## config.mk

```make
export PLATFORM = sky130hd
export DESIGN_NAME = ring_list_append_mean_filter_core
export DESIGN_NICKNAME = d
export VERILOG_FILES = /design/src/sv/rlamf_pkg.sv /design/src/sv/rlamf_store.sv /design/src/sv/rlamf_div.sv /design/src/sv/ring_list_append_mean_filter_core.sv
export SDC_FILE = /design/constraint.sdc
export NUM_CORES = 2
export LEC_CHECK = 0
export BUFFER_PORTS_ARGS = -buffer_cell sky130_fd_sc_hd__buf_2
export CORE_MARGIN = 1.5
export CORE_UTILIZATION = 57
export CTS_CLUSTER_DIAMETER = 120
export DETAILED_ROUTE_END_ITERATION = 8
export PLACE_DENSITY = 0.73
export SLEW_MARGIN = 10
export SYNTH_ARGS = -nofsm -noshare
export SYNTH_HDL_FRONTEND = slang
export SYNTH_SLANG_ARGS = --single-unit
export TNS_END_PERCENT = 10
```

## constraint.sdc

```tcl
create_clock -name clk_i -period 14.4 [get_ports clk_i]
set_clock_uncertainty 0.1 [all_clocks]
set_input_delay 2.88 -clock clk_i [delete_from_list [all_inputs] [get_ports clk_i]]
set_output_delay 2.88 -clock clk_i [all_outputs]
set_load 0.01 [all_outputs]
```

## src/sv/rlamf_pkg.sv

```systemverilog
package rlamf_pkg;

  // Store geometry.
  localparam int unsigned DEPTH  = 64;
  localparam int unsigned CNT_W  = $clog2(DEPTH + 1);
  localparam int unsigned ADDR_W = (DEPTH > 1) ? $clog2(DEPTH) : 1;

  // Arithmetic widths: the sum of DEPTH 32-bit values, then scaled by 256.
  localparam int unsigned VAL_W  = 32;
  localparam int unsigned SUM_W  = VAL_W + CNT_W;
  localparam int unsigned FRAC_W = 8;
  localparam int unsigned DVD_W  = SUM_W + FRAC_W;
  localparam int unsigned AVG_W  = 40;
  localparam int unsigned NUM_W  = 7;

  // Command codes.
  localparam logic [1:0] CMD_APPEND  = 2'd0;
  localparam logic [1:0] CMD_AVERAGE = 2'd1;
  localparam logic [1:0] CMD_REMOVE  = 2'd2;

  // Status codes.
  localparam logic [1:0] ST_OK    = 2'd0;
  localparam logic [1:0] ST_FULL  = 2'd1;
  localparam logic [1:0] ST_EMPTY = 2'd2;

  typedef struct packed {
    logic [1:0]              cmd;
    logic signed [VAL_W-1:0] value;
  } in_t;

  typedef struct packed {
    logic [1:0]              status;
    logic signed [AVG_W-1:0] average;
    logic [NUM_W-1:0]        removed;
    logic [NUM_W-1:0]        count;
  } out_t;

endpackage

```

## src/sv/rlamf_store.sv

```systemverilog
module rlamf_store
  import rlamf_pkg::*;
(
  input  logic              clk_i,
  input  logic              we_i,
  input  logic [ADDR_W-1:0] waddr_i,
  input  logic [VAL_W-1:0]  wdata_i,
  input  logic              re_i,
  input  logic [ADDR_W-1:0] raddr_i,
  output logic [VAL_W-1:0]  rdata_o
);

  logic [VAL_W-1:0] mem_q [DEPTH];
  logic [VAL_W-1:0] rdata_q;

  // One write port and one registered read port.
  always_ff @(posedge clk_i) begin
    if (we_i) begin
      mem_q[waddr_i] <= wdata_i;
    end
    if (re_i) begin
      rdata_q <= mem_q[raddr_i];
    end
  end

  assign rdata_o = rdata_q;

endmodule

```

## src/sv/rlamf_div.sv

```systemverilog
module rlamf_div
  import rlamf_pkg::*;
(
  input  logic                    clk_i,
  input  logic                    rst_ni,
  input  logic                    start_i,
  input  logic signed [DVD_W-1:0] dividend_i,
  input  logic [CNT_W-1:0]        divisor_i,
  output logic                    done_o,
  output logic signed [DVD_W-1:0] quotient_o
);

  localparam int unsigned STEP_W = $clog2(DVD_W + 1);

  logic              busy_q;
  logic              done_q;
  logic              neg_q;
  logic [STEP_W-1:0] step_q;
  logic [CNT_W-1:0]  div_q;
  logic [CNT_W-1:0]  rem_q;
  logic [DVD_W-1:0]  quo_q;

  logic [DVD_W-1:0]  mag;
  logic [CNT_W:0]    part;
  logic [CNT_W:0]    diff;
  logic              ge;

  // Magnitude of the dividend; the most negative value maps onto itself unsigned.
  assign mag = dividend_i[DVD_W-1] ? (~dividend_i + DVD_W'(1)) : dividend_i;

  // One restoring step: shift in the next dividend bit and try the subtract.
  assign part = {rem_q, quo_q[DVD_W-1]};
  assign diff = part - {1'b0, div_q};
  assign ge   = (part >= {1'b0, div_q});

  always_ff @(posedge clk_i or negedge rst_ni) begin
    if (!rst_ni) begin
      busy_q <= 1'b0;
      done_q <= 1'b0;
      step_q <= '0;
    end else begin
      done_q <= 1'b0;
      if (start_i) begin
        busy_q <= 1'b1;
        step_q <= '0;
      end else if (busy_q) begin
        step_q <= step_q + STEP_W'(1);
        if (step_q == STEP_W'(DVD_W - 1)) begin
          busy_q <= 1'b0;
          done_q <= 1'b1;
        end
      end
    end
  end

  // Datapath registers of the divider.
  always_ff @(posedge clk_i) begin
    if (start_i) begin
      neg_q <= dividend_i[DVD_W-1];
      div_q <= divisor_i;
      rem_q <= '0;
      quo_q <= mag;
    end else if (busy_q) begin
      rem_q <= ge ? diff[CNT_W-1:0] : part[CNT_W-1:0];
      quo_q <= {quo_q[DVD_W-2:0], ge};
    end
  end

  assign done_o     = done_q;
  assign quotient_o = neg_q ? signed'(~quo_q + DVD_W'(1)) : signed'(quo_q);

endmodule

```

## src/sv/ring_list_append_mean_filter_core.sv

```systemverilog
// Ordered store of up to DEPTH signed 32-bit values, driven by commands.
// Input channel in_valid_i / in_stall_o carries one command beat (cmd, value);
// output channel out_valid_o / out_stall_i returns one result beat per command.
// Commands: append a value, take the mean of all values (times 256, truncated
// toward zero), or remove every value below a threshold while keeping order.
// Append, unknown and empty-store commands go straight to the result state;
// remove walks the n stored values, reading one entry per cycle through the
// registered store port; average walks them the same way to form the sum and
// then runs the one-bit-per-cycle divider over DVD_W (47 at DEPTH 64) quotient
// bits. Only one command is in flight: a new command is stalled until the
// previous one has placed its result and the block is idle again. A
// finished result sits in the output register, and the next command is taken
// while it waits. If the receiver stalls, the result beat holds and a later
// result waits in its final state until the register frees. Reset empties the
// store at once (count becomes zero); the store contents need no clearing pass.
module ring_list_append_mean_filter_core
  import rlamf_pkg::*;
(
  input  logic clk_i,
  input  logic rst_ni,
  input  logic in_valid_i,
  output logic in_stall_o,
  input  in_t  in_data_i,
  output logic out_valid_o,
  input  logic out_stall_i,
  output out_t out_data_o
);

  typedef enum logic [4:0] {
    S_IDLE = 5'b00001,
    S_SUM  = 5'b00010,
    S_DIV  = 5'b00100,
    S_REM  = 5'b01000,
    S_DONE = 5'b10000
  } state_e;

  state_e state_q, state_d;

  logic [CNT_W-1:0]        cnt_q, cnt_d;
  logic [CNT_W-1:0]        rd_q, rd_d;
  logic [CNT_W-1:0]        wr_q, wr_d;
  logic [CNT_W-1:0]        removed_q, removed_d;
  logic                    pend_q, pend_d;
  logic signed [SUM_W-1:0] sum_q, sum_d;
  logic signed [VAL_W-1:0] val_q, val_d;
  logic [1:0]              status_q, status_d;
  logic signed [AVG_W-1:0] avg_q, avg_d;
  logic                    out_valid_q, out_valid_d;
  out_t                    out_q, out_d;

  logic                    accept;
  logic                    out_free;
  logic                    issue;
  logic                    mem_we;
  logic [ADDR_W-1:0]       mem_waddr;
  logic [VAL_W-1:0]        mem_wdata;
  logic [VAL_W-1:0]        mem_rdata;
  logic                    div_start;
  logic                    div_done;
  logic signed [DVD_W-1:0] div_dividend;
  logic signed [DVD_W-1:0] div_quotient;

  assign accept   = in_valid_i && (state_q == S_IDLE);
  assign out_free = !out_valid_q || !out_stall_i;

  // A walk issues one read per cycle until every stored entry is requested.
  assign issue = ((state_q == S_SUM) || (state_q == S_REM)) && (rd_q < cnt_q);

  // Scale the final sum by 256 on its way into the divider.
  assign div_dividend = {sum_q, {FRAC_W{1'b0}}};

  // Command sequencer.
  always_comb begin
    state_d     = state_q;
    cnt_d       = cnt_q;
    rd_d        = rd_q;
    wr_d        = wr_q;
    removed_d   = removed_q;
    pend_d      = issue;
    sum_d       = sum_q;
    val_d       = val_q;
    status_d    = status_q;
    avg_d       = avg_q;
    out_valid_d = out_valid_q;
    out_d       = out_q;
    mem_we      = 1'b0;
    mem_waddr   = cnt_q[ADDR_W-1:0];
    mem_wdata   = in_data_i.value;
    div_start   = 1'b0;

    if (out_valid_q && !out_stall_i) begin
      out_valid_d = 1'b0;
    end

    if (issue) begin
      rd_d = rd_q + CNT_W'(1);
    end

    unique case (state_q)
      S_IDLE: begin
        if (accept) begin
          val_d     = in_data_i.value;
          status_d  = ST_OK;
          avg_d     = '0;
          removed_d = '0;
          rd_d      = '0;
          wr_d      = '0;
          sum_d     = '0;
          state_d   = S_DONE;
          if (in_data_i.cmd == CMD_APPEND) begin
            if (cnt_q >= CNT_W'(DEPTH)) begin
              status_d = ST_FULL;
            end else begin
              mem_we = 1'b1;
              cnt_d  = cnt_q + CNT_W'(1);
            end
          end else if ((in_data_i.cmd == CMD_AVERAGE) || (in_data_i.cmd == CMD_REMOVE)) begin
            if (cnt_q == '0) begin
              status_d = ST_EMPTY;
            end else if (in_data_i.cmd == CMD_AVERAGE) begin
              state_d = S_SUM;
            end else begin
              state_d = S_REM;
            end
          end
        end
      end

      S_SUM: begin
        if (pend_q) begin
          sum_d = sum_q + {{(SUM_W-VAL_W){mem_rdata[VAL_W-1]}}, mem_rdata};
        end else if (rd_q == cnt_q) begin
          div_start = 1'b1;
          state_d   = S_DIV;
        end
      end

      S_DIV: begin
        if (div_done) begin
          avg_d   = div_quotient[AVG_W-1:0];
          state_d = S_DONE;
        end
      end

      S_REM: begin
        if (pend_q) begin
          if (signed'(mem_rdata) < val_q) begin
            removed_d = removed_q + CNT_W'(1);
          end else begin
            mem_we    = 1'b1;
            mem_waddr = wr_q[ADDR_W-1:0];
            mem_wdata = mem_rdata;
            wr_d      = wr_q + CNT_W'(1);
          end
        end else if (rd_q == cnt_q) begin
          cnt_d   = wr_q;
          state_d = S_DONE;
        end
      end

      S_DONE: begin
        if (out_free) begin
          out_d.status  = status_q;
          out_d.average = avg_q;
          out_d.removed = NUM_W'(removed_q);
          out_d.count   = NUM_W'(cnt_q);
          out_valid_d   = 1'b1;
          state_d       = S_IDLE;
        end
      end

      default: begin
        state_d = S_IDLE;
      end
    endcase
  end

  // Control registers.
  always_ff @(posedge clk_i or negedge rst_ni) begin
    if (!rst_ni) begin
      state_q     <= S_IDLE;
      cnt_q       <= '0;
      rd_q        <= '0;
      pend_q      <= 1'b0;
      out_valid_q <= 1'b0;
    end else begin
      state_q     <= state_d;
      cnt_q       <= cnt_d;
      rd_q        <= rd_d;
      pend_q      <= pend_d;
      out_valid_q <= out_valid_d;
    end
  end

  // Payload registers.
  always_ff @(posedge clk_i) begin
    wr_q      <= wr_d;
    removed_q <= removed_d;
    sum_q     <= sum_d;
    val_q     <= val_d;
    status_q  <= status_d;
    avg_q     <= avg_d;
    out_q     <= out_d;
  end

  rlamf_store u_store (
    .clk_i   (clk_i),
    .we_i    (mem_we),
    .waddr_i (mem_waddr),
    .wdata_i (mem_wdata),
    .re_i    (issue),
    .raddr_i (rd_q[ADDR_W-1:0]),
    .rdata_o (mem_rdata)
  );

  rlamf_div u_div (
    .clk_i      (clk_i),
    .rst_ni     (rst_ni),
    .start_i    (div_start),
    .dividend_i (div_dividend),
    .divisor_i  (cnt_q),
    .done_o     (div_done),
    .quotient_o (div_quotient)
  );

  assign in_stall_o  = (state_q != S_IDLE);
  assign out_valid_o = out_valid_q;
  assign out_data_o  = out_q;

endmodule
```

After elaboration in Yosys (flattened, before gate mapping) --
Memory sizes are Yosys's and may differ from the RTL's. A register that Yosys moved wholly into a read port is not among the register bits. Index checks and enable logic that the tools add are counted.
Storage, ports and cells: flip-flop bits (word level) 274, bits in latches 0, bits in writable memories 2048, bits in read-only memories 0, bits of input ports 38, memories 1
Memory list:
- u_store.mem_q | words 64, bits a word 32, read ports 1, clocked after Yosys merged registers in 1, wr ports 1, line rlamf_store.sv:13 | logic [VAL_W-1:0] mem_q [DEPTH];
Operators by class: add/subtract/negate cells 9, $mul 0, divide/modulo/power cells 0, order comparisons 4, equality and inequality tests 23, shifts and indexed selects 0, mux-type cells 71, bitwise logic cells 2, reduce and logical (&&, ||, !) cells 22
Operator list (number):
- 47-bit 2-to-1 mux | 3
- 40-bit 2-to-1 mux | 3
- 7-bit 2-to-1 mux | 14
- 32-bit 2-to-1 mux | 3
- 40-bit one-hot mux with 2 select lines | 1
- 39-bit 2-to-1 mux | 2
- 39-bit one-hot mux with 2 select lines | 1
- 5-bit 2-to-1 mux | 10
- 47-bit by 2-bit adder with 47-bit output, second input constant | 1
- 47-bit inverter | 1
- 7-bit one-hot mux with 2 select lines | 3
- 40-bit by 1-bit adder with 40-bit output, second input constant | 1
- 40-bit inverter | 1
- 39-bit adder | 1
- 32-bit < comparator | 1
- 6-bit 2-to-1 mux | 5
- 7-bit by 1-bit adder with 7-bit output, second input constant | 4
- 5-bit one-hot mux with 5 select lines | 1
- 1-bit 2-to-1 mux | 20
- 2-bit inequality test, second input constant | 8
- 2-bit by 1-bit inequality test with 1-bit output, second input constant | 5
- 8-bit by 7-bit >= comparator with 1-bit output | 1
- 4-bit AND reduction | 2
- 2-bit nonzero test | 4
- other kinds (26) | 35

Depth between registers and ports, before layout --
depth after elaboration 7, mapped depth 16, gate-level depth less buffers 12

Cells and area by module --
Synthesis repeated with hierarchy kept, for this count alone.
Second synthesis, totals: cell total of the unflattened synthesis 4779, area, all modules 94924.8 sq um
By module, submodules not included:
- rlamf_store | instances 1, cells an instance 3324, area an instance 78835.6 sq um, seq. area each 62459.9 sq um
- ring_list_append_mean_filter_core | instances 1, cells an instance 905, area an instance 10870.4 sq um, seq. area each 6022.0 sq um
- rlamf_div | instances 1, cells an instance 550, area an instance 5218.8 sq um, seq. area each 1991.9 sq um

Worst setup path before layout --
Ideal clock, no wire load.
path kind input -> register, start input port in_valid_i, end memory u_store.mem_q[34][0] (enable), setup time 472 ps, data arrival time 7091 ps, required time 13828 ps, setup slack 6737 ps, cell stages on the path 7, path buffers 0, path through nand2_1 > inv_1 > nand2_1 > nor2_1 > nand2_1 > and2_1 > o32ai_1
Between the ends: longest elaborated chain between the ends 5
Ends and longest elaborated chain:
- start, declared | line ring_list_append_mean_filter_core.sv:21 | input logic in_valid_i,
- 1-bit logical AND | line ring_list_append_mean_filter_core.sv:63 | assign accept = in_valid_i && (state_q == S_IDLE);
- 1-bit 2-to-1 mux | line ring_list_append_mean_filter_core.sv:101 | if (accept) begin
- 1-bit one-hot mux with 2 select lines | line ring_list_append_mean_filter_core.sv:99 | unique case (state_q)
- 1-bit 2-to-1 mux | line rlamf_store.sv:18 | if (we_i) begin
- 1-bit 2-to-1 mux (not written as such) | line rlamf_store.sv:19 | mem_q[waddr_i] <= wdata_i;
- end, declared | line rlamf_store.sv:13
Every way passes these cells.

Worst setup path in the final report --
start input port in_valid_i, end memory u_store.mem_q[2][15] (enable)
The elaborated chain is that of the path after synthesis.

==> summary.md <==
| Metric | Value |
|---|---|
| Final Hold Fails | 0 |
| Die Width | approximately 410 microns |
| Worst hold path type | flip-flop to flip-flop |
| CTS Buf Count | around 220 |
| Grt total ovfl | 0 |
| Tmin final | about 6.4 ns |
| H-tree depth | 4 |
| Rows | 149 |
| Setup crit start | in_valid_i |
| Clock network power share | between 30 and 40% |
| WL/cell | approximately 32 microns |
| Worst IR drop on VDD | about 0.15 mV |
| Die H | roughly 410 microns |
| Post-Syn Area | 94,500 sq um |
| Clock Sinks | between 2k and 2.5k |
| Max-Slew Margin vs Limit | between 10% and 20% |
| Post-CTS sizing | 0 |
| Flops & latches, synth | about 2.4k |
| Critical Path RT | around 15 ns |
| Warning count from the yosys run | 0 |
| Crit end category | flip-flop |
| Final period utilization | 44.7% |
| Sequential share of the synthesized area | between 70% and 80% |
| Largest net degree at the start of global routing | 130 |
| Switching pwr | between 0.004 and 0.005 W |
| Yosys top cell by area | edfxtp_1 |
| Synth top area cells | edfxtp_1 (74%), mux4_2 (16%), ha_1 (1.2%) |
| Max Slew Vio Count | 0 |
| Reg power frac | roughly 46% |
| Status | finished clean |
| Post-CTS Setup Bufs | 0 |
| Reg2reg end | u_store.mem_q[19][12] |
| Switching Fraction | roughly 28% |
| Clk root buf | clkbuf_16 |
| First-pass GRT wire length | approximately 330,000 microns |
| Post-synth cell types | 74 |
| Total wire length | 229,000 microns |
| Top-area cell type share of the netlist area | 73.7% |
| Layout cells sized above 1 | 27.3% |
| Critical Path AT | around 6.8 ns |
| Multiplexer share of the synthesized area | between 15 and 20% |
| Gate Count Post-Synth | approximately 4.5k |
| Worst-Margin Slew | roughly 1.2 ns |
| R2r setup slk | a little over 8 ns |
| Layout area overhead | 12.3% |
| Simple-gate share of the synthesized area | 2.64% |
| Final setup viols | 0 |
| Vias per cell | 6.68 |
| FFs w/ async S/R, synth | under 10% |
| Post-synthesis compound-gate area fraction | roughly 2.7% |
| Power Dens Cells | roughly 170 nW/um^2 |
| Nets | ~5k |
| Reg2reg start | u_store.rdata_o[2] |
| Final setup TNS | 0 ns |
| Fillers | about 11k |
| Core area | between 150,000 and 200,000 sq um |
| Syn_area_per_cell | about 21 sq um |
| Synth Area in XOR/XNOR | 1.15% |
| Max_cap viols | 0 |
| Largest family of logic cells by synthesized area | multiplexers |
| CP startpoint kind | input pin |
| Clk slew on worst S/H paths | ~0.070 ns |
| CTS tree | done |
| Pre-Repair DR Iteration Count | 8 |
| Setup Crit Path Kind | input pin to flip-flop |
| Initial antenna violation count | 9 |
| Unrepaired setup endpoints after global routing | false |
| Detail Route Antenna Nets | 0 |
| Main synth FF type | edfxtp_1 |
| Crit-path max FO | 40 |
| Crit path capture | u_store.mem_q[2][15] |
| Die area | between 150,000 and 200,000 sq um |
| F_max | 155 MHz |
| Placed instance area | about 99,000 sq um |
| All-Layer GR Usage | between 20% and 30% |
| R2R cell count | 12 |
| Starting Density | 57.3% |
| HPWL after DPL | 133,000 microns |
| Leak Pwr | approximately 33 nW |
| Post-cts hold buffer count | 0 |
| I/O Pins | between 90 and 100 |
| Adder-cell area share of the yosys netlist | under 10% |
| Remaining DRCs | 0 |
| Count of flip-flops with a built-in enable after synthesis | 2,318 |
| Initial DRC count | approximately 6.1k |
| Clk Latency, worst-skew pair | approximately 0.86 ns |
| Gpl congestion | 1.04 |
| Vias in the first global route | ~47k |
| Design Area, Final | 106,000 sq um |
| Clock Tree Buf Depth | 3 |
| Internal power | 0.0127 W |
| IO buf count | 95 |
| Net count after synthesis | around 4.6k |
| DR vias | between 40k and 50k |
| Combinational share of power | roughly a fifth |
-- metrics by stage --
step / instances / hold slack [ns] / util (%) / setup slack (ns) / power [W]
2_1_floorplan: 4508 / 0.300 / - / 6.74 / 0.0106
4_1_cts: 7095 / 0.316 / 64.4 / 8.23 / 0.0177
3_5_place_dp: 6697 / 0.305 / 60.0 / 7.34 / 0.0119
5_1_grt: 7096 / 0.331 / 64.4 / 7.91 / 0.0182
3_3_place_gp: 6697 / 0.300 / 60.0 / 7.40 / 0.0119
6_report: 7098 / 0.313 / 64.4 / 7.96 / 0.0176
-- cell families (layout without fill, tap and decap cells) --
logic type               after synthesis  after routing
AO/OA/AOI/OAI                        389            389
flip-flops                          2354           2354
adder cells (fa/ha/maj)               96             96
AND/OR/NAND/NOR                      530            530
multiplexers                         725            725
XOR/XNOR                             124            124
buffers and inverters                290            689
other                                  0              2
-- cells in the mapped netlist, drive strengths merged (28+ instances only) --
master / number
buf: 64
dfrtp: 28
mux4: 659
xnor2: 29
a21oi: 70
clkbuf: 152
ha: 94
edfxtp: 2318
mux2: 44
o31ai: 31
xor2: 95
nor3: 30
nor2: 177
o21ai: 113
inv: 72
nand2: 148
nand3: 39
-- layout by cell type, fill, tap and decap left out, types with 8 or more instances in the layout --
cell,Yosys,layout
nor2_1,177,176
nand3_1,39,38
clkinv_2,0,37
nand2b_1,18,18
buf_2,0,95
mux2i_1,22,22
xor2_1,95,95
o32ai_4,0,8
ha_1,94,94
edfxtp_1,2318,2318
nand2_1,148,147
or4_1,16,16
clkbuf_1,152,36
o21ai_0,107,104
clkinv_1,2,49
or3_1,13,13
a21o_1,23,23
o22ai_4,0,18
a211oi_1,15,15
buf_12,0,8
mux4_2,659,659
nor3_1,30,30
o31ai_1,27,24
dfrtp_1,28,22
clkinvlp_4,0,15
inv_1,71,69
a21oi_4,0,8
o21a_1,16,16
nand4_1,19,19
xnor2_1,29,29
bufinv_16,0,24
a21oi_1,70,62
and3_1,10,10
buf_4,1,114
o41ai_1,11,9
o2bb2ai_4,0,23
nor2b_1,21,21
mux2_2,44,43
clkbuf_16,0,219
-- worst max-delay path, stage by stage --
cell,delay [ns]
buf_2,0.20
nand2_1,0.23
inv_2,0.10
buf_4,0.50
nand2_1,0.36
nor2_1,0.59
nand3_1,0.63
o21ai_0,0.61
o2bb2ai_4,0.18
buf_4,0.48
-- metal layers --
metal	GRT usage (%)	vias up	part of all wire (%)	wire, microns
met5	0.546	-	0.062	142
met4	7.33	4	2.6	5860
met3	6.43	341	10	23200
met2	44.8	2733	50	114000
met1	37.8	25100	37	85900
li1	-	19200	-	-
-- flip-flops by register name, summed over array words and instances (netlist names), 32 cells and up --
register         flops
u_store.mem_q     2048
out_data_o          56
val_q               32
u_div.quo_q         47
avg_q               40
u_store.rdata_o     32
sum_q               39
-- worst min path at each step --
stage	from	to	slack, ns	cells past startpoint
after floorplan	avg_q[0]	out_data_o[14]	0.30	0
after global placement	avg_q[9]	out_data_o[23]	0.30	0
after detailed placement	avg_q[9]	out_data_o[23]	0.31	0
after CTS	avg_q[3]	out_data_o[17]	0.32	0
after global routing	avg_q[8]	out_data_o[22]	0.33	0
final	avg_q[3]	out_data_o[17]	0.31	0
-- power by group through the flow --
| stage | Clock [W] | Combinational, W | Sequential [W] |
|---|---|---|---|
| floorplan | 0 | 0.00246 | 0.00818 |
| global placement | 0 | 0.00358 | 0.00830 |
| detailed placement | 0 | 0.00363 | 0.00832 |
| CTS | 0.00582 | 0.00367 | 0.00818 |
| global route | 0.00608 | 0.00389 | 0.00821 |
| finish | 0.00576 | 0.00370 | 0.00818 |
-- area by class of cell --
| class | count | area, sq um | share of cell area, % |
|---|---|---|---|
| Antenna cell | 2 | 5.00 | 0.00472 |
| Sequential cell | 2354 | 70500 | 66.4 |
| Clock inverter | 142 | 1530 | 1.44 |
| Clock buffer | 256 | 5630 | 5.30 |
| Multi-Input combinational cell | 1864 | 24000 | 22.6 |
| Timing Repair Buffer | 217 | 1490 | 1.41 |
| Inverter | 74 | 278 | 0.262 |
| Tap cell | 2189 | 2740 | 2.58 |
No activity file was read; power rests on OpenSTA's default activity.
